### config.mk
export PLATFORM = sky130hd
export DESIGN_NAME = hid_six_key_report_builder_top
export DESIGN_NICKNAME = d
export VERILOG_FILES = /design/src/hsk_pkg.sv /design/src/hsk_mod_bank.sv /design/src/hid_six_key_report_builder_top.sv
export SDC_FILE = /design/constraint.sdc
export NUM_CORES = 1
export LEC_CHECK = 0
export ABC_AREA = 1
export BUFFER_PORTS_ARGS = -buffer_cell sky130_fd_sc_hd__buf_4
export CORE_MARGIN = 5
export CORE_UTILIZATION = 49
export CTS_BUF_LIST = sky130_fd_sc_hd__clkbuf_4
export DETAILED_ROUTE_END_ITERATION = 7
export PLACE_DENSITY = 0.64
export SYNTH_ARGS = -nofsm -noshare
export SYNTH_HDL_FRONTEND = slang
export SYNTH_SLANG_ARGS = --single-unit
### constraint.sdc
create_clock -name clk -period 4.1 [get_ports clk]
set_input_delay 0.615 -clock clk [delete_from_list [all_inputs] [get_ports clk]]
set_output_delay 0.615 -clock clk [all_outputs]
set_load 0.005 [all_outputs]
### src/hsk_pkg.sv
package hsk_pkg;

	// Number of tracked key slots and number of slots shown in a report.
	localparam int KEY_SLOTS   = 6;
	localparam int OUT_SLOTS   = 6;
	localparam int SHOWN_SLOTS = (KEY_SLOTS < OUT_SLOTS) ? KEY_SLOTS : OUT_SLOTS;
	localparam int SLOT_IW     = (KEY_SLOTS > 1) ? $clog2(KEY_SLOTS) : 1;
	localparam int MOD_BITS    = 8;

	// Usage codes that drive the modifier byte.
	localparam logic [7:0] MOD_FIRST = 8'hE0;
	localparam logic [7:0] MOD_LAST  = 8'hE7;

	// Request kinds carried by req_type.
	localparam logic REQ_KEY  = 1'b0;
	localparam logic REQ_TICK = 1'b1;

	// Control from the slot sequencer to the modifier bank.
	typedef struct packed {
		logic              evt_we;
		logic [2:0]        bit_idx;
		logic signed [7:0] hold;
		logic              tick;
	} mod_ctl_t;

	// One tick of countdown: a positive timer decrements, others stay.
	function automatic logic signed [7:0] timer_step(input logic signed [7:0] t);
		if (t > 8'sd0) begin
			return t - 8'sd1;
		end
		return t;
	endfunction

endpackage

### src/hsk_mod_bank.sv
module hsk_mod_bank (
	input  logic                             clk,
	input  logic                             arst_n,
	input  hsk_pkg::mod_ctl_t                ctl,
	output logic [hsk_pkg::MOD_BITS-1:0]     mod_bits
);

	logic [hsk_pkg::MOD_BITS-1:0] mod_q;
	logic signed [7:0]            timer_q [hsk_pkg::MOD_BITS];
	logic [hsk_pkg::MOD_BITS-1:0] live_nz;

	// Bits that are live according to the current timers.
	always_comb begin
		for (int k = 0; k < hsk_pkg::MOD_BITS; k++) begin
			live_nz[k] = (timer_q[k] != 8'sd0);
		end
	end

	// A key event loads one timer; a tick counts all eight down in parallel.
	always_ff @(posedge clk or negedge arst_n) begin
		if (!arst_n) begin
			mod_q <= '0;
			for (int k = 0; k < hsk_pkg::MOD_BITS; k++) begin
				timer_q[k] <= 8'sd0;
			end
		end else if (ctl.tick) begin
			for (int k = 0; k < hsk_pkg::MOD_BITS; k++) begin
				timer_q[k] <= hsk_pkg::timer_step(timer_q[k]);
				mod_q[k]   <= (hsk_pkg::timer_step(timer_q[k]) != 8'sd0);
			end
		end else if (ctl.evt_we) begin
			timer_q[ctl.bit_idx] <= ctl.hold;
			if (ctl.hold != 8'sd0) begin
				mod_q[ctl.bit_idx] <= 1'b1;
			end
		end
	end

	assign mod_bits = mod_q;

	// After a tick every modifier bit follows its timer.
	a_tick_sync: assert property (@(posedge clk) disable iff (!arst_n)
		ctl.tick |=> (mod_q == live_nz))
		else $error("modifier bits out of step with timers after tick");

endmodule

### src/hid_six_key_report_builder_top.sv
// Six-key-rollover keyboard report builder. A key event (req_type 0) with a
// usage code 0xE0-0xE7 updates the modifier byte as it is accepted; any other
// nonzero code walks the key slots, one slot per cycle, taking the first slot
// that holds the same code or has an expired timer. A report tick (req_type 1)
// is accepted, then compares the report with the last one sent and loads the
// output register when it changed, then makes a countdown and compaction
// pass over every slot through the shared slot step logic. A tick whose report
// changed waits in the compare state while the previous report still sits
// unclaimed in the output register. in_ready is high only between items.
module hid_six_key_report_builder_top (
	input  logic              clk,
	input  logic              arst_n,
	input  logic              in_valid,
	output logic              in_ready,
	input  logic              req_type,
	input  logic [7:0]        key_code,
	input  logic signed [7:0] hold_count,
	output logic              out_valid,
	input  logic              out_ready,
	output logic [7:0]        modifier_bits,
	output logic [7:0]        slot_key_0,
	output logic [7:0]        slot_key_1,
	output logic [7:0]        slot_key_2,
	output logic [7:0]        slot_key_3,
	output logic [7:0]        slot_key_4,
	output logic [7:0]        slot_key_5
);

	typedef enum logic [1:0] {
		S_IDLE,
		S_SCAN,
		S_CMP,
		S_CNT
	} state_t;

	localparam logic [hsk_pkg::SLOT_IW-1:0] LAST_IDX = hsk_pkg::SLOT_IW'(hsk_pkg::KEY_SLOTS - 1);

	state_t                       state_q;
	logic [hsk_pkg::SLOT_IW-1:0]  idx_q;
	logic [hsk_pkg::SLOT_IW-1:0]  wr_q;
	logic [7:0]                   code_q;
	logic signed [7:0]            hold_q;
	logic [7:0]                   key_q     [hsk_pkg::KEY_SLOTS];
	logic signed [7:0]            timer_q   [hsk_pkg::KEY_SLOTS];
	logic [7:0]                   last_key_q[hsk_pkg::KEY_SLOTS];
	logic [7:0]                   last_mod_q;
	logic                         out_valid_q;
	logic [7:0]                   out_mod_q;
	logic [7:0]                   out_key_q [hsk_pkg::OUT_SLOTS];

	hsk_pkg::mod_ctl_t            mod_ctl;
	logic [7:0]                   mod_bits;
	logic                         in_acc;
	logic                         is_mod;
	logic                         scan_hit;
	logic signed [7:0]            cnt_next;
	logic                         differ;
	logic                         out_free;
	logic                         cmp_go;
	logic                         out_load;

	assign in_ready = (state_q == S_IDLE);
	assign in_acc   = in_valid && in_ready;
	assign is_mod   = (key_code >= hsk_pkg::MOD_FIRST) && (key_code <= hsk_pkg::MOD_LAST);

	// Shared slot step: match test for a key event, countdown for a tick.
	assign scan_hit = (key_q[idx_q] == code_q) || (timer_q[idx_q] == 8'sd0);
	assign cnt_next = hsk_pkg::timer_step(timer_q[idx_q]);

	// Report compare against the last word sent.
	always_comb begin
		differ = (mod_bits != last_mod_q);
		for (int i = 0; i < hsk_pkg::KEY_SLOTS; i++) begin
			if (key_q[i] != last_key_q[i]) begin
				differ = 1'b1;
			end
		end
	end

	assign out_free = !out_valid_q || out_ready;
	assign cmp_go   = (state_q == S_CMP) && (!differ || out_free);
	assign out_load = cmp_go && differ;

	// Modifier bank control.
	always_comb begin
		mod_ctl.evt_we  = in_acc && (req_type == hsk_pkg::REQ_KEY) && is_mod;
		mod_ctl.bit_idx = key_code[2:0];
		mod_ctl.hold    = hold_count;
		mod_ctl.tick    = cmp_go;
	end

	hsk_mod_bank u_mod (
		.clk      (clk),
		.arst_n   (arst_n),
		.ctl      (mod_ctl),
		.mod_bits (mod_bits)
	);

	// Sequencer, slot store and output register.
	always_ff @(posedge clk or negedge arst_n) begin
		if (!arst_n) begin
			state_q     <= S_IDLE;
			idx_q       <= '0;
			wr_q        <= '0;
			code_q      <= '0;
			hold_q      <= 8'sd0;
			last_mod_q  <= '0;
			out_valid_q <= 1'b0;
			out_mod_q   <= '0;
			for (int i = 0; i < hsk_pkg::KEY_SLOTS; i++) begin
				key_q[i]      <= '0;
				timer_q[i]    <= 8'sd0;
				last_key_q[i] <= '0;
			end
			for (int j = 0; j < hsk_pkg::OUT_SLOTS; j++) begin
				out_key_q[j] <= '0;
			end
		end else begin
			if (out_valid_q && out_ready && !out_load) begin
				out_valid_q <= 1'b0;
			end
			unique case (state_q)
				S_IDLE: begin
					if (in_acc) begin
						idx_q  <= '0;
						wr_q   <= '0;
						code_q <= key_code;
						hold_q <= hold_count;
						if (req_type == hsk_pkg::REQ_TICK) begin
							state_q <= S_CMP;
						end else if (!is_mod && (key_code != 8'h00)) begin
							state_q <= S_SCAN;
						end
					end
				end
				S_SCAN: begin
					if (scan_hit) begin
						if (hold_q != 8'sd0) begin
							key_q[idx_q] <= code_q;
						end
						timer_q[idx_q] <= hold_q;
						state_q        <= S_IDLE;
					end else if (idx_q == LAST_IDX) begin
						state_q <= S_IDLE;
					end else begin
						idx_q <= idx_q + hsk_pkg::SLOT_IW'(1);
					end
				end
				S_CMP: begin
					if (out_load) begin
						out_valid_q <= 1'b1;
						out_mod_q   <= mod_bits;
						last_mod_q  <= mod_bits;
						for (int i = 0; i < hsk_pkg::KEY_SLOTS; i++) begin
							last_key_q[i] <= key_q[i];
						end
						for (int j = hsk_pkg::SHOWN_SLOTS; j < hsk_pkg::OUT_SLOTS; j++) begin
							out_key_q[j] <= '0;
						end
						for (int j = 0; j < hsk_pkg::SHOWN_SLOTS; j++) begin
							out_key_q[j] <= key_q[j];
						end
					end
					if (cmp_go) begin
						state_q <= S_CNT;
					end
				end
				S_CNT: begin
					// A live slot drops to the lowest free slot; a dead one clears.
					if (cnt_next != 8'sd0) begin
						timer_q[wr_q] <= cnt_next;
						key_q[wr_q]   <= key_q[idx_q];
						if (wr_q != idx_q) begin
							timer_q[idx_q] <= 8'sd0;
							key_q[idx_q]   <= '0;
						end
						wr_q <= wr_q + hsk_pkg::SLOT_IW'(1);
					end else begin
						timer_q[idx_q] <= 8'sd0;
						key_q[idx_q]   <= '0;
					end
					if (idx_q == LAST_IDX) begin
						state_q <= S_IDLE;
					end else begin
						idx_q <= idx_q + hsk_pkg::SLOT_IW'(1);
					end
				end
				default: begin
					state_q <= S_IDLE;
				end
			endcase
		end
	end

	assign out_valid     = out_valid_q;
	assign modifier_bits = out_mod_q;
	assign slot_key_0    = out_key_q[0];
	assign slot_key_1    = out_key_q[1];
	assign slot_key_2    = out_key_q[2];
	assign slot_key_3    = out_key_q[3];
	assign slot_key_4    = out_key_q[4];
	assign slot_key_5    = out_key_q[5];

	// A report that was just sent becomes the reference for the next compare.
	a_last_tracks: assert property (@(posedge clk) disable iff (!arst_n)
		out_load |=> (last_mod_q == modifier_bits) && out_valid)
		else $error("last sent report does not match emitted word");

	// The compaction write pointer never runs ahead of the slot being counted.
	a_wr_behind: assert property (@(posedge clk) disable iff (!arst_n)
		(state_q == S_CNT) |-> (wr_q <= idx_q))
		else $error("compaction pointer ahead of slot index");

	// The slot index stays inside the slot store.
	a_idx_range: assert property (@(posedge clk) disable iff (!arst_n)
		idx_q <= LAST_IDX)
		else $error("slot index out of range");

endmodule
# After elaboration in Yosys (flattened, before gate mapping)
# Cells that the tools add are included.
# word_totals
regBits	249
word_cells	239
# classes
n_reduce_logical	47
n_addsub	11
mux	98
n_eq_ne	20
n_lt_le_gt_ge	19
bitwise	10
# ops
operator	count
two-way mux 48 bit	7
two-way mux 8 bit	36
AND 48 bit	4
bitwise mux 48 bit	4
case mux 48 bit (2 select lines)	2
two-way mux 64 bit	2
nonzero test 8 bit	12
demux 8 bit (select 3 bit)	3
greater-than comparator 8 x 1 -> 1 bit, second input constant	9
subtractor 8 x 2 -> 8 bit, second input constant	9
bitwise mux 64 bit	1
inequality test 8 bit	7
binary-select mux 8 bit (select 3 bit)	2
inverter 48 bit	1
two-way mux 1 bit	27
logical AND 1 bit	13
greater-or-equal comparator 4 bit, second input constant	3
< comparator 4 x 1 -> 1 bit, second input constant	3
two-way mux 2 bit	6
two-way mux 3 bit	4
inverter 3 -> 4 bit	3
AND reduction 3 bit	4
inequality test 2 bit, second input constant	5
case mux 3 bit (3 select lines)	1
24 further kinds	37

# Depth between registers and ports, before layout
# Gate-level depths: netlist of the first run.
# depth
word_depth	16
depth_mapped	24
mapped_depth_nobuf	21

# Modules after synthesis
# A second synthesis of the first run with hierarchy kept.
# hier_totals
cells_unflattened	2831
hier_area_um2	18375.1
# by_module_without_submodules
mod	cells_per_inst	instances	area_per_inst_um2	seq_area_each_um2
hid_six_key_report_builder_top	2035	1	13146.4	4429.2
hsk_mod_bank	796	1	5228.8	1801.7

# Worst setup path after synthesis of the first run
# No wires, ideal clock.
# synth_path
path_kind	register -> register
start	reg idx_q[1] in the netlist's numbering
end	reg timer_q[47] in the netlist's numbering
stages_incl_launch_ff	21
t_required_ps	3979
path_slack_ps	1206
n_path_buf	5
setup_ps	121
arrival_ps	2772
cell_sequence	dfrtp_1 > buf_4 > buf_6 > buf_4 > nand4_1 > nand3_1 > nor2_2 > ha_1 > nand2_1 > nor2_2 > nand2_4 > nand2_4 > nand2_1 > nand2_2 > nand3_4 > nor2_8 > buf_2 > buf_2 > nand3_1 > nand3_1 > a21oi_1
# synth_between
elab_chain_cells	12
# synth_lines
element	line_no	rtl
from (decl)	hid_six_key_report_builder_top.sv:39	logic [hsk_pkg::SLOT_IW-1:0] idx_q;
from (signal assigned)	hid_six_key_report_builder_top.sv:146	idx_q <= idx_q + hsk_pkg::SLOT_IW'(1);
from (signal assigned)	hid_six_key_report_builder_top.sv:185	idx_q <= idx_q + hsk_pkg::SLOT_IW'(1);
inverter 3 -> 4 bit (not written as such)	n/a	
binary-select mux 8 bit (select 3 bit)	hid_six_key_report_builder_top.sv:67, hid_six_key_report_builder_top.sv:68	
two-way mux 8 bit (not written as such) (2 in series)	hid_six_key_report_builder_top.sv:67, hid_six_key_report_builder_top.sv:68	
subtractor 8 x 2 -> 8 bit or greater-than comparator 8 x 1 -> 1 bit (tied branches)	hsk_pkg.sv:29, hsk_pkg.sv:28	
two-way mux 8 bit or two-way mux 1 bit (tied branches)	hsk_pkg.sv:28	if (t > 8'sd0) begin
two-way mux 8 bit	hsk_pkg.sv:31	return t;
bitwise mux 48 bit	hid_six_key_report_builder_top.sv:171	timer_q[wr_q] <= cnt_next;
AND 48 bit (no line)	n/a	
two-way mux 48 bit	hid_six_key_report_builder_top.sv:173	if (wr_q != idx_q) begin
two-way mux 48 bit	hid_six_key_report_builder_top.sv:170	if (cnt_next != 8'sd0) begin
case mux 48 bit (2 select lines)	hid_six_key_report_builder_top.sv:122	unique case (state_q)
to (signal, indexed assignment)	hid_six_key_report_builder_top.sv:141	timer_q[idx_q] <= hold_q;
to (signal, indexed assignment)	hid_six_key_report_builder_top.sv:171	
to (decl)	hid_six_key_report_builder_top.sv:44	logic signed [7:0] timer_q [hsk_pkg::KEY_SLOTS];
# Several ways; a longest one is shown, not always the timed one. The select of a mux whose other input is x is not followed.
# A chain may end at the register's enable or synchronous reset.

# Worst setup path after layout of the first run
# layout_path
start	reg idx_q[1] in the netlist's numbering
end	reg key_q[33] in the netlist's numbering
# layout_between
elab_chain_cells	10
# layout_lines
element	line_no	rtl
inverter 3 -> 4 bit (not written as such)	n/a	
binary-select mux 8 bit (select 3 bit) (tied with other cells)	hid_six_key_report_builder_top.sv:67, hid_six_key_report_builder_top.sv:68	
two-way mux 8 bit (not written as such) or logical AND 1 bit (tied branches)	n/a	
two-way mux 8 bit, on equally long branches	n/a	
subtractor 8 x 2 -> 8 bit (tied with other cells)	hsk_pkg.sv:29	return t - 8'sd1;
two-way mux 8 bit (tied with other cells)	hsk_pkg.sv:28	
two-way mux 8 bit or AND 48 bit (tied branches)	n/a	
nonzero test 8 bit or two-way mux 48 bit (tied branches)	hid_six_key_report_builder_top.sv:170, hid_six_key_report_builder_top.sv:173	
two-way mux 48 bit	hid_six_key_report_builder_top.sv:170	
case mux 48 bit (2 select lines)	hid_six_key_report_builder_top.sv:122	
to (signal, indexed assignment)	hid_six_key_report_builder_top.sv:139	key_q[idx_q] <= code_q;
to (signal, indexed assignment)	hid_six_key_report_builder_top.sv:172	key_q[wr_q] <= key_q[idx_q];
to (decl)	hid_six_key_report_builder_top.sv:43	logic [7:0] key_q [hsk_pkg::KEY_SLOTS];
# Several ways; a longest one is shown, not always the timed one. The select of a mux whose other input is x is not followed.

==> flow_results.org, run 1 <==
** Status
- The flow ran to the end, and the final reports show no timing, DRC or antenna violations.

** Global route
- Entering global routing, the biggest net connects 108 pins.
- Combined global-route utilization of all metal layers :: 30.3%
- The initial antenna violation count came to 2.
- Global-route congestion overflow total :: 0
- The via count of the first global-routing pass came to 17,700.
- The first global-routing pass estimated 97,100 um of wire.

** Layout
- In the final layout, the multi-input gates occupy 9760 sq um.
- Layout-stage area growth over the synthesis result :: 10.8%
- The library cell used most frequently in the layout, excluding fill and tap cells, is sky130_fd_sc_hd__nand2_1.
- The filler cells instantiated in the layout total 3,572.
- Post-layout instance count excluding filler cells :: 3,226
- Count of nets after finishing :: 2,749
- Fraction of layout instances using a drive strength above 1 :: 10.6%
- Sequential cell area :: 6230 sq um
- Leaving out fill and tap cells, the most frequent cells in the layout are sky130_fd_sc_hd__nand2_1 (653), sky130_fd_sc_hd__nand3_1 (322), sky130_fd_sc_hd__inv_1 (263).

** Clock tree
- CTS placed an instance of sky130_fd_sc_hd__clkbuf_4 at the clock tree root.
- Htree depth :: 3
- After clock tree synthesis, the setup repair step added 0 buffers.
- After clock tree synthesis, the clock-pin slew on the worst setup and hold paths is 60 ps.
- CTS saw 249 sinks.
- Num CTS Buffers :: 75
- The clock passes through at most 3 buffers.
- Clock insertion delay at the later pin of the skew report :: 780 ps
- TritonCTS built the clock tree.

** Yosys
- Summing the sequential cell areas from Yosys gives 35.2% of the chip area.
- Mapped cell area :: 17,700 sq um
- Of all flip-flops after synthesis, the portion carrying an async set or reset was 100%.
- In the post-synthesis netlist, the biggest area contributors are sky130_fd_sc_hd__dfrtp_1 (35%), sky130_fd_sc_hd__nand2_1 (14%), sky130_fd_sc_hd__nand3_1 (9.1%).
- Among all flip-flop cells after synthesis, the most frequent one is sky130_fd_sc_hd__dfrtp_1.
- Each instance of the synthesized netlist takes up on average 6.69 sq um.
- After synthesis the netlist holds a flip-flop and latch count of 249.
- Synth Warn # :: 0
- The number of nets handed over by synthesis was 2,685.
- Number of flops mapped to enable cells by yosys :: 0
- Yosys top cell area share :: 35.2%
- Distinct cell type count after synthesis :: 45
- Cells after Synth :: 2,644
- The synthesized design spends more area on one cell type than any other, namely sky130_fd_sc_hd__dfrtp_1.

** Timing
- For the finished layout, the period the worst path requires is 3770 ps.
- Worst clock skew :: 59.7 ps
- On the final layout, the worst hold slack is 124 ps.
- Number of pins with negative max-slew slack in the final report :: 0
- Final hold viol count :: 0
- Total negative setup slack :: 0 ps
- Slew at the pin with the worst max-slew slack :: 1060 ps
- Worst slew margin relative to its limit :: 29.0%
- Final period util :: 91.8%
- Setup repair after global routing left no endpoint under its margin.
- Setup violations remaining at the end of the flow were counted as 0.
- FMAX :: 0.266 GHz

** Power
- The design draws 0.0200 W.
- Worst ir drop on vdd :: 0.802 mV
- Areal power density over the cells :: 1020 nW/um^2
- P_leak :: 9.80 nW

** Critical path
- Delay of the slowest cell on the worst path :: 550 ps
- In this run the worst path has a maximum fanout of 43.
- The worst setup path is captured at a flop.
- STA puts the critical path data required time at 4760 ps.
- Slowest cell on crit path :: sky130_fd_sc_hd__dfrtp_1
- Among the stages of the critical path, the cell type that occurs most often is sky130_fd_sc_hd__nand2_1.
- The worst setup path is launched from a flop.
- Type of the worst setup path :: reg2reg
- STA puts the critical path data arrival time at 4430 ps.
- Worst path cell trace :: inv_1, nand2_1, nor2_1, nand2_1, nand3_1, nor2_2, ha_1, nand2_1, nor2_2, nand2_4, nand2_4, nand2_1, nand2_2, nand3_4, nor2_8, nand2_4, buf_12, nand2_1, nand3_1, a21oi_1

** Drt
- After detailed routing, the average wire length per cell comes to 18.9 um.
- First-iteration detailed-routing DRC count :: 2,056
- First-pass iteration count of the detailed router :: 6
- Via count :: 18,800
- For this block, the routed nets add up to 60,900 um of wire.
- Drt drc :: 0
- Detailed-route vias per instance :: 5.83
- In this run the remaining antenna-violating nets after routing total 0.

** Floorplan
- Count of pins on the block boundary :: 79
- After floorplanning, the core was sized to cover 35,600 sq um.
- Std-Cell Rows :: 69
- Horiz. Die Dim :: 200 um
- The die is 200 um tall.
- The die covers 40,000 sq um.
- Initial Utilization :: 49.7%

** Placed design
- Number of buffers added on ports :: 78
- Counting tap cells, the placed design contains a total of 3,091 instances.
- Routability-driven placement finished with a final weighted congestion of 0.943.
- Once detailed placement completed, the half-perimeter wirelength came to 42,100 um.

** Min path
- Worst hold-check path type :: in2reg

** Job
- Number of maximum-capacitance violations :: 0
## path summary, 6_finish.rpt
check                            startpoint           endpoint  slack [ps]  depth (start not counted)
worst max-delay path               idx_q[1]          key_q[33]         330                         20
worst min-delay path            key_code[5]          code_q[5]         120                          3
worst max register to register     idx_q[1]          key_q[33]         330                         20
worst min register to register    out_valid          out_valid         520                          2
max in group asynchronous            arst_n  u_mod.timer_q[16]        2610                          3
min in group asynchronous            arst_n      slot_key_3[7]         490                          2
## cells by family after synthesis
family	count (synthesis)	synth area share, %
AO/OA/AOI/OAI	541	16.4
XOR/XNOR	88	4.36
buffers and inverters	410	9.71
adder cells (fa/ha/maj)	20	1.41
AND/OR/NAND/NOR	1335	32.8
multiplexers	1	0.0566
flip-flops	249	35.2
## sequential cells by signal (all words and copies together) (netlist names)
signal	flops
code_q	8
modifier_bits	8
state_q	2
u_mod.timer_q	64
out_valid	1
slot_key_3	8
hold_q	8
idx_q	3
timer_q	48
slot_key_1	8
slot_key_0	8
slot_key_2	8
u_mod.mod_bits	8
wr_q	3
slot_key_5	8
key_q	48
slot_key_4	8
## synthesized netlist by cell type (2+ instances only)
cell and number:
sky130_fd_sc_hd__a22oi_1 3, sky130_fd_sc_hd__o22ai_1 11, sky130_fd_sc_hd__buf_1 3, sky130_fd_sc_hd__buf_4 4
sky130_fd_sc_hd__xor2_1 49, sky130_fd_sc_hd__nor2_1 228, sky130_fd_sc_hd__xnor2_1 39, sky130_fd_sc_hd__nand4_1 34
sky130_fd_sc_hd__nand3b_1 6, sky130_fd_sc_hd__inv_4 2, sky130_fd_sc_hd__nor4_1 21, sky130_fd_sc_hd__buf_6 16
sky130_fd_sc_hd__ha_1 20, sky130_fd_sc_hd__o211ai_1 41, sky130_fd_sc_hd__a31oi_1 24, sky130_fd_sc_hd__nand2_1 655
sky130_fd_sc_hd__nand2_4 3, sky130_fd_sc_hd__nor2_2 5, sky130_fd_sc_hd__buf_2 31, sky130_fd_sc_hd__o21ai_0 216
sky130_fd_sc_hd__inv_1 263, sky130_fd_sc_hd__or2_2 14, sky130_fd_sc_hd__dfrtp_1 249, sky130_fd_sc_hd__nand3_1 322
sky130_fd_sc_hd__nor2_4 6, sky130_fd_sc_hd__clkbuf_1 84, sky130_fd_sc_hd__o21ai_1 2, sky130_fd_sc_hd__a21oi_1 236
sky130_fd_sc_hd__nor3_1 25, sky130_fd_sc_hd__o32ai_1 2, sky130_fd_sc_hd__o31ai_1 2, sky130_fd_sc_hd__nand2_2 8
sky130_fd_sc_hd__clkinv_1 6, sky130_fd_sc_hd__nor3b_1 3
## stage by stage
stage          cell area (sq um)  setup WS (ps)  util (%)
2_1_floorplan              17700           1210         -
3_5_place_dp               18600            343      52.3
3_3_place_gp               18600            447      52.3
4_1_cts                    19600            319      55.0
5_1_grt                    19600           44.2      55.1
6_report                   19600            335      55.1
## per-layer routing
layer  vias to the layer above  share of wire, %  track usage [%]
li1                       8926                 -                -
met1                      8824                42             41.3
met2                       885                46             47.8
met3                       173               8.9             6.41
met4                         0               3.7             11.3
met5                         -                 0                0
## where the power goes
| part | internal (W) | switching (W) |
|---|---|---|
| clock network | 0.00137 | 0.00119 |
| logic | 0.00412 | 0.00835 |
| registers | 0.00370 | 0.00130 |
## final cells by class
type                    instances  share of cell area, %
multi-input cells            1985                   49.8
flip-flops and latches        249                   31.8
inverters                     272                   5.24
repair buffers                125                   5.22
clock buffers                 112                   4.29
well taps                     461                   2.94
clock inverters                20                  0.658
diodes                          2                 0.0255
## what timing repair did
action | in CTS | in global routing
setup endpoints to repair | 0 | 45
hold endpoints to repair | 101 | 0
hold buffers | 1 | 0
resized for setup | 0 | 1
## worst max-delay path: cells and delay by family (launching register included)
| kind | cells | cell delay, ps |
|---|---|---|
| AOI/OAI and AO/OA | 1 | 160 |
| and+or+nand+nor | 16 | 2250 |
| DFF | 1 | 550 |
| buffers and inverters | 2 | 400 |
| adders and majority gates | 1 | 260 |
Power figures use the tool's default switching activity.
==> run 2: changes to the inputs <==
SYNTH_HIERARCHICAL = 1   (was default)
==> run 2 against run 1 <==
  * Cell area rose by 4.1%
  * Register-to-register slack better by 30 ps
  * Combinational power rose by 10%
  * Non-clock buffer count grew 26
  * Critical path depth is 5 lower
  * Final cell count grew 6.7%
  * Critical endpoint is now u_mod/timer_q[47]
==> flow_results.org, run 2 <==
** Timing
- Total setup violations reported at the end of the flow :: 0 (unchanged)
- Tightest hold margin :: 111 ps (-13.3 ps)
- The final count of hold timing violations came to 0 (unchanged).
- The highest attainable clock frequency is 0.268 GHz (+0.72%).
- Unrepaired setup endpoints after global routing :: false
- Slew at the pin with the worst max-slew slack :: 1070 ps (+7.13 ps)
- Post-layout min period :: 3740 ps (-27.0 ps)
- The relative slew slack was 28.6% (-0.48 points).
- Number of pins with negative max-slew slack in the final report :: 0 (unchanged)
- Final Worst Setup Slack :: 362 ps (+27.0 ps)
- The final critical-path share of the clock period is 91.2% (-0.66 points).
- The final setup skew is 60.3 ps (+0.611 ps).

** Power
- The ratio of total power to cell area is 1040 nW/um^2 (+1.7%).
- Worst ir drop on vdd :: 0.804 mV (+0.26%)
- P_leak :: 10.3 nW (+5.4%)

** Layout
- The number of flip-flops in the largest register is 64 (unchanged).
- Layout-stage area growth over the synthesis result :: 11.0%
- Post-layout instance count excluding filler cells :: 3,441 (+6.7%)
- The share of post-route cells with drive strength above 1 is 11.3% (+0.70 points).
- The largest registers in the layout are u_mod/timer_q x64, key_q x48, timer_q x48.
- Register containing the most flip-flops in the final layout :: u_mod/timer_q
- The net total in the final layout was 2,948 (+7.2%).
- Most common cell after layout, fill and taps aside :: sky130_fd_sc_hd__nand2_1
- Commonest cells after routing, fill and taps aside :: sky130_fd_sc_hd__nand2_1 (764), sky130_fd_sc_hd__nor2_1 (330), sky130_fd_sc_hd__inv_1 (285)

** Clock tree
- Clock tree synthesis selected as its root buffer the cell sky130_fd_sc_hd__clkbuf_4.
- Clock insertion delay at the later pin of the skew report :: 800 ps (+20 ps)
- The number of sinks driven by the clock tree was 249 (unchanged).
- Num CTS Buffers :: 75 (unchanged)
- Setup bufs post-CTS :: 0 (unchanged)
- Max Buffers Root-to-Sink :: 3 (unchanged)
- The clock-pin slew on the worst setup and hold paths came to 60 ps (about the same).
- The count of H-tree levels built during CTS came to 3 (unchanged).
- TritonCTS built the clock tree.

** Yosys
- Most frequently used flop master after synthesis :: sky130_fd_sc_hd__dfrtp_1
- The area fraction in and, or, nand and nor cells after synthesis came to 36.5% (+3.7 points).
- Number of flops mapped to enable cells by yosys :: 0 (unchanged)
- The average instance area after synthesis came to 6.49 sq um (-3.0%).
- Post-synthesis net count :: 2,865 (+6.7%)
- Share of synthesized area occupied by flip-flops and latches :: 33.9% (-1.3 points)
- Cell taking the most area after synthesis :: sky130_fd_sc_hd__dfrtp_1
- The number of unique standard cell types used by synthesis is 51 (+13%).
- The post-synthesis sequential element count is 249 (unchanged).
- Sorting the synthesized cells by area gives the leading types as sky130_fd_sc_hd__dfrtp_1 (34%), sky130_fd_sc_hd__nand2_1 (16%), sky130_fd_sc_hd__nor2_1 (6.7%).
- Synth Warn # :: 6 (+6)
- The commonest cells after synthesis are sky130_fd_sc_hd__nand2_1 (764), sky130_fd_sc_hd__nor2_1 (330), sky130_fd_sc_hd__inv_1 (285).
- The fraction of synthesized area in multiplexers was 0% (-0.057 points).
- Post-synthesis compound-gate area fraction :: 15.7% (-0.76 points)
- The xor/xnor cell area share of the yosys netlist was 2.91% (-1.5 points).
- Dominant combinational cell family by area after synthesis :: simple AND/OR/NAND/NOR gates
- The fraction of the mapped netlist area in adder cells is 0.885% (-0.53 points).
- Fraction of synthesis flops using an asynchronous set or reset pin :: 100% (unchanged)
- The post-synthesis instance total is 2,831 (+7.1%).
- Mapped cell area :: 18,400 sq um (+3.9%)
- The area share of the largest cell type after synthesis is 33.9% (-1.3 points).
- Most frequent cell after synthesis :: sky130_fd_sc_hd__nand2_1

** Critical path
- STA classifies the critical path startpoint as a flop.
- STA classifies the critical path endpoint as a flop.
- The arrival time reported for the critical path endpoint is 4360 ps (-70 ps).
- Req. time, crit path :: 4720 ps (-40 ps)
- The critical path in this run is classified as reg2reg.
- CP max FO :: 28 (-35%)

** Status
- The flow ran to the end, and the final reports show no timing, DRC or antenna violations.

** Floorplan
- Std-Cell Rows :: 71 (+2.9%)
- The area enclosed by the die boundary is 41,500 sq um (+3.7%).
- Core Region :: 37,300 sq um (+4.9%)
- The die span in y is 204 um (+1.8%).
- Horiz. Die Dim :: 204 um (+1.8%)
- Count of pins on the block boundary :: 79 (unchanged)
- Initial Utilization :: 49.2% (-0.48 points)

** Global route
- The via count of the first global-routing pass is 18,700 (+5.9%).
- The leftover overflow at the end of global routing is 0 (unchanged).
- Antenna violations before repair :: 2 (unchanged)
- The wire length of the first global-routing pass was 104,000 um (+6.7%).
- The combined global-route utilization of all metal layers is 30.9% (+0.64 points).
- The maximum number of pins on one net before global-route repair came to 101 (-6.5%).

** Placed design
- The worst slack at placement is -0.432 ps (-343 ps).
- The global placer's final weighted congestion is 0.982 (+4.1%).
- Post-detail-place hpwl :: 45,000 um (+6.9%)
- Number of buffers added on ports :: 78 (unchanged)
- Number of cells after detailed placement :: 3,310 (+7.1%)

** Drt
- The number of search-and-repair iterations in the first detailed-routing pass was 6 (unchanged).
- First-iteration detailed-routing DRC count :: 2,559 (+24%)
- The number of remaining DRC errors came to 0 (unchanged).
- Average routed wire per standard cell :: 19.0 um (+0.46%)
- The routed via count is 20,300 (+7.7%).
- The wire length after detailed routing is 65,300 um (+7.2%).
- The ratio of routed vias to standard cells came to 5.89 (+0.95%).
- The residual antenna-violating net count after detailed routing came to 0 (unchanged).

** Job
- Number of maximum-capacitance violations :: 0 (unchanged)

** Min path
- The path class of the tightest hold or removal check is in2reg.
==> run 2: cell count changes after synthesis, moves of 12 or more <==
cell                       delta
sky130_fd_sc_hd__nand3_1     -93
sky130_fd_sc_hd__inv_1       +22
sky130_fd_sc_hd__xor2_1      -25
sky130_fd_sc_hd__o221ai_1    +12
sky130_fd_sc_hd__buf_2       +20
sky130_fd_sc_hd__o21ai_0     -51
sky130_fd_sc_hd__nor4_1      -14
sky130_fd_sc_hd__nand4_1    +105
sky130_fd_sc_hd__inv_2       +16
sky130_fd_sc_hd__nand2_1    +109
sky130_fd_sc_hd__nor2_1     +102
sky130_fd_sc_hd__clkbuf_1    -17
==> run 2: where the power goes <==
group | internal [W] | switching, W | total (W)
sequential | 0.00369 | 0.00134 | 0.00504
combinational | 0.00442 | 0.00942 | 0.0138
clock | 0.00113 | 0.00120 | 0.00233
total | 0.00925 | 0.0120 | 0.0212
==> run 2: cell type report <==
class,count,area [sq um]
Fill cell,3770,16900
Multi-Input combinational cell,2130,10300
Sequential cell,249,6230
Timing Repair Buffer,151,1230
Inverter,307,1150
Clock buffer,100,751
Tap cell,474,593
Clock inverter,28,116
Antenna cell,2,5.00
==> run 2: critical path, cell delays in order, from the launching register on <==
cell and delay (ps):
sky130_fd_sc_hd__dfrtp_1 420, sky130_fd_sc_hd__inv_1 150, sky130_fd_sc_hd__or2_2 140, sky130_fd_sc_hd__nand4_1 110, sky130_fd_sc_hd__nor4_2 300, sky130_fd_sc_hd__buf_4 190
sky130_fd_sc_hd__nand2_1 70, sky130_fd_sc_hd__nor4_2 320, sky130_fd_sc_hd__nand2_1 280, sky130_fd_sc_hd__a21boi_4 310, sky130_fd_sc_hd__buf_4 370, sky130_fd_sc_hd__nor2_1 130
sky130_fd_sc_hd__inv_1 280, sky130_fd_sc_hd__nand2_1 170, sky130_fd_sc_hd__nor2_1 220, sky130_fd_sc_hd__a21oi_1 100
==> run 2: final timing paths <==
kind                                           to  cells past startpoint         startpoint  slack [ps]
min in group asynchronous          last_key_q[28]                      2             arst_n         480
worst max-delay path            u_mod/timer_q[47]                     15          key_q[35]         360
worst min-delay path                    hold_q[0]                      3      hold_count[0]         110
worst min register to register  u_mod/timer_q[27]                      2  u_mod/timer_q[27]         520
worst max register to register  u_mod/timer_q[47]                     15          key_q[35]         360
max in group asynchronous             timer_q[44]                      3             arst_n        2650
==> run 2: cell families after synthesis <==
family,after synthesis
DFF,249
and+or+nand+nor,1543
xor gates and xnor gates,61
adders and majority gates,13
buffers and inverters,452
AOI/OAI and AO/OA,513
==> run 2: repair_timing <==
action | in CTS | in global routing
hold buffers | 1 | 0
endpoints found under the setup margin | 9 | 1
endpoints found under the hold margin | 95 | 0
gates resized for setup | 2 | 1
==> run 2: metal layers <==
layer	routed length, um	global-route usage, %	vias to the layer above
li1	-	-	9546
met1	26500	41.9	9437
met2	29300	47.7	1077
met3	6320	6.71	192
met4	3140	14.0	0
met5	0	0	-
==> run 2: per-stage QoR <==
stage	TNS (ps)	total power [W]	cell area (sq um)	utilization (%)
3_3_place_gp	0	0.0183	19500	52.3
6_report	0	0.0212	20400	54.7
4_1_cts	0	0.0210	20400	54.7
2_1_floorplan	0	0.0142	18400	-
3_5_place_dp	-0.432	0.0185	19500	52.3
5_1_grt	0	0.0230	20400	54.7
==> run 3: changes to the inputs <==
CORE_ASPECT_RATIO = 0.9   (was default)
CORE_UTILIZATION = 50   (was 49)
PLACE_DENSITY = 0.65   (was 0.64)
==> run 3 against run 2 <==
  * Die area fell by 1.9%
  * Total power fell by 0.62%
  * Wire length shrank 0.50%
  * Critical path depth did not move
  * Global-route usage grew 0.57 points
  * Clock power increased by 4%
  * Count of clock-buffer cells in the layout up 9
  * Flip-flop and latch count unchanged
  * Maximum frequency rose by 1.2%
  * Critical endpoint is now key_q[27]
  * Highest routed layer unchanged
==> flow_results.org, run 3 (synthesis gave the netlist of run 2 again) <==
** Layout
- Registers with the highest flip-flop counts :: u_mod/timer_q x64, key_q x48, timer_q x48
- Most common cell after layout, fill and taps aside :: sky130_fd_sc_hd__nand2_1
- Non-Filler Cell Area, Final :: 20,300 sq um (-0.51%)
- Layout-stage area growth over the synthesis result :: 10.5%
- Count of nets after finishing :: 2,924 (-0.81%)
- The library cells used most frequently in the layout, excluding fill and tap cells, are sky130_fd_sc_hd__nand2_1 (763), sky130_fd_sc_hd__nor2_1 (329), sky130_fd_sc_hd__inv_1 (285).
- Final-layout fill cell count :: 3,662 (-2.9%)
- Sequential cell area :: 6230 sq um (unchanged)
- The number of flip-flops in the largest register was 64 (unchanged).
- Fraction of layout instances using a drive strength above 1 :: 10.7% (-0.60 points)
- Area of combinational cells with multiple inputs :: 10,300 sq um (+0.12%)
- Register containing the most flip-flops in the final layout :: u_mod/timer_q

** Placed design
- Number of buffers added on ports :: 78 (unchanged)
- The detailed placer's ending HPWL was 44,200 um (-2.0%).
- The global placer's final weighted congestion came to 0.948 (-3.5%).
- Post-Place Cell Area :: 19,400 sq um (-0.67%)

** Global route
- Maximum number of pins on one net before global-route repair :: 103 (+2.0%)
- The initial antenna violation count was 2 (unchanged).
- The combined global-route utilization of all metal layers is 31.5% (+0.57 points).
- The wire length of the first global-routing pass is 103,000 um (-0.55%).
- The via count of the first global-routing pass was 18,400 (-1.5%).
- The leftover overflow at the end of global routing came to 0 (unchanged).

** Timing
- Final hold viol count :: 0 (unchanged)
- The number of endpoints failing setup at the final stage was 0 (unchanged).
- Unrepaired setup endpoints after global routing :: false
- Total negative setup slack :: 0 ps (unchanged)
- The relative slew slack was 16.4% (-12 points).
- The highest attainable clock frequency was 0.271 GHz (+1.2%).
- The count of pins over their slew limit is 0 (unchanged).
- Slew at the pin with the worst max-slew slack :: 1250 ps (+182 ps)
- The worst hold slack after final layout was 92.1 ps (-18.5 ps).
- Post-layout min period :: 3690 ps (-43.9 ps)
- Worst clock skew :: 62.6 ps (+2.34 ps)
- The final critical-path share of the clock period was 90.1% (-1.1 points).

** Clock tree
- Max Buffers Root-to-Sink :: 3 (unchanged)
- Clock input transition at the sequential cells of the worst setup and hold paths :: 60 ps (about the same)
- TritonCTS built the clock tree.
- Clock insertion delay at the later pin of the skew report :: 820 ps (+20 ps)
- The number of sinks driven by the clock tree came to 249 (unchanged).
- Root buffer cell :: sky130_fd_sc_hd__clkbuf_4
- Num CTS Buffers :: 74 (-1.3%)
- Htree depth :: 3 (unchanged)

** Drt
- First-iteration detailed-routing DRC count :: 2,308 (-9.8%)
- The routed wire length per instance was 19.0 um (+0.29%).
- The wire length after detailed routing came to 64,900 um (-0.50%).
- The residual antenna-violating net count after detailed routing was 0 (unchanged).
- Drt drc :: 0 (unchanged)
- The ratio of routed vias to standard cells was 5.91 (+0.41%).
- The routed via count came to 20,200 (-0.38%).
- First-pass iteration count of the detailed router :: 5 (-1)

** Power
- Areal power density over the cells :: 1040 nW/um^2 (-0.11%)
- The maximum vdd drop came to 1.86 mV (+130%).
- P_leak :: 10.2 nW (-0.88%)

** Critical path
- Worst EP arrival :: 4340 ps (-20 ps)
- Critical Path Sink Type :: flop
- The worst setup path is of the reg2reg kind.
- Type of element launching the critical path :: flop
- CP max FO :: 29 (+3.6%)
- Req. time, crit path :: 4750 ps (+30 ps)

** Floorplan
- Std-Cell Rows :: 66 (-7.0%)
- The placeable core area is 36,300 sq um (-2.8%).
- Initial Utilization :: 50.7% (+1.4 points)
- The die span in y was 192 um (-5.8%).
- Horiz. Die Dim :: 212 um (+4.1%)
- Die area :: 40,700 sq um (-1.9%)
- The number of top-level pins was 79 (unchanged).

** Status
- The run finished with clean final reports.

** Job
- Number of maximum-capacitance violations :: 0 (unchanged)

** Min path
- The min-delay analysis places its worst path in the category in2reg.
-- run 3: cell count changes in the layout (fill, tap and decap cells not counted), sizes merged --
cell / delta
clkinv: -13
inv: -3
buf: -24
bufinv: +1
clkinvlp: -1
diode: +1
clkbuf: +9
nand3: +1
-- run 3: timing repair --
item,CTS,global route
resized for setup,0,4
endpoints found under the setup margin,0,73
hold buffers,1,0
hold endpoints to repair,83,0
buffers inserted,0,0
-- run 3: where the power goes --
part | internal (W) | switching (W)
Clock | 0.00126 | 0.00116
Sequential | 0.00369 | 0.00142
Combinational | 0.00425 | 0.00929
Total | 0.00920 | 0.0119
-- run 3: per-stage QoR --
| step | cells | total power [W] | util (%) | setup slack (ps) |
|---|---|---|---|---|
| 6_report | 3414 | 0.0211 | 56.0 | 406 |
| 3_3_place_gp | 3288 | 0.0180 | 53.4 | 454 |
| 4_1_cts | 3410 | 0.0207 | 55.9 | 343 |
| 5_1_grt | 3414 | 0.0228 | 56.0 | 77.4 |
| 2_1_floorplan | 2831 | 0.0142 | - | 1200 |
| 3_5_place_dp | 3288 | 0.0182 | 53.4 | 379 |
-- run 3: final timing paths --
check / to / slack, ps / cells after the start / startpoint
max: key_q[27] / 410 / 15 / idx_q[2]
min: hold_q[4] / 90 / 3 / hold_count[4]
max reg2reg: key_q[27] / 410 / 15 / idx_q[2]
min reg2reg: u_mod/timer_q[27] / 520 / 2 / u_mod/timer_q[27]
max in group asynchronous: u_mod/timer_q[16] / 2690 / 3 / arst_n
min in group asynchronous: last_mod_q[2] / 410 / 2 / arst_n
-- run 3: area by class of cell --
cell class / instances / share of cell area, %
Clock inverter: 12 / 0.351
Antenna cell: 3 / 0.0370
Sequential cell: 249 / 30.7
Tap cell: 476 / 2.93
Clock buffer: 109 / 4.03
Multi-Input combinational cell: 2131 / 50.9
Inverter: 307 / 5.69
Timing Repair Buffer: 127 / 5.36
-- run 3: metal layers --
layer  GRT usage [%]  up-vias  routed length (um)
li1                -     9510                   -
met1            47.4     9401               29000
met2            44.7     1113               27100
met3            6.91      152                6890
met4            10.3        0                1940
met5               0        -                   0
-- run 3: worst max-delay path, stage by stage (launching register included) --
cell                      delay [ps]
sky130_fd_sc_hd__dfrtp_1         460
sky130_fd_sc_hd__inv_2           270
sky130_fd_sc_hd__nor2_4          110
sky130_fd_sc_hd__nand2_1         100
sky130_fd_sc_hd__buf_4           350
sky130_fd_sc_hd__nor2_1           80
sky130_fd_sc_hd__a21oi_1         160
sky130_fd_sc_hd__nand2_1         310
sky130_fd_sc_hd__nand2_1         150
sky130_fd_sc_hd__nand4_1          80
sky130_fd_sc_hd__nor2_1          150
sky130_fd_sc_hd__nand2_1         110
sky130_fd_sc_hd__nand3_1         230
sky130_fd_sc_hd__nand3_1         590
sky130_fd_sc_hd__nor2_1          270
sky130_fd_sc_hd__a21oi_1          90
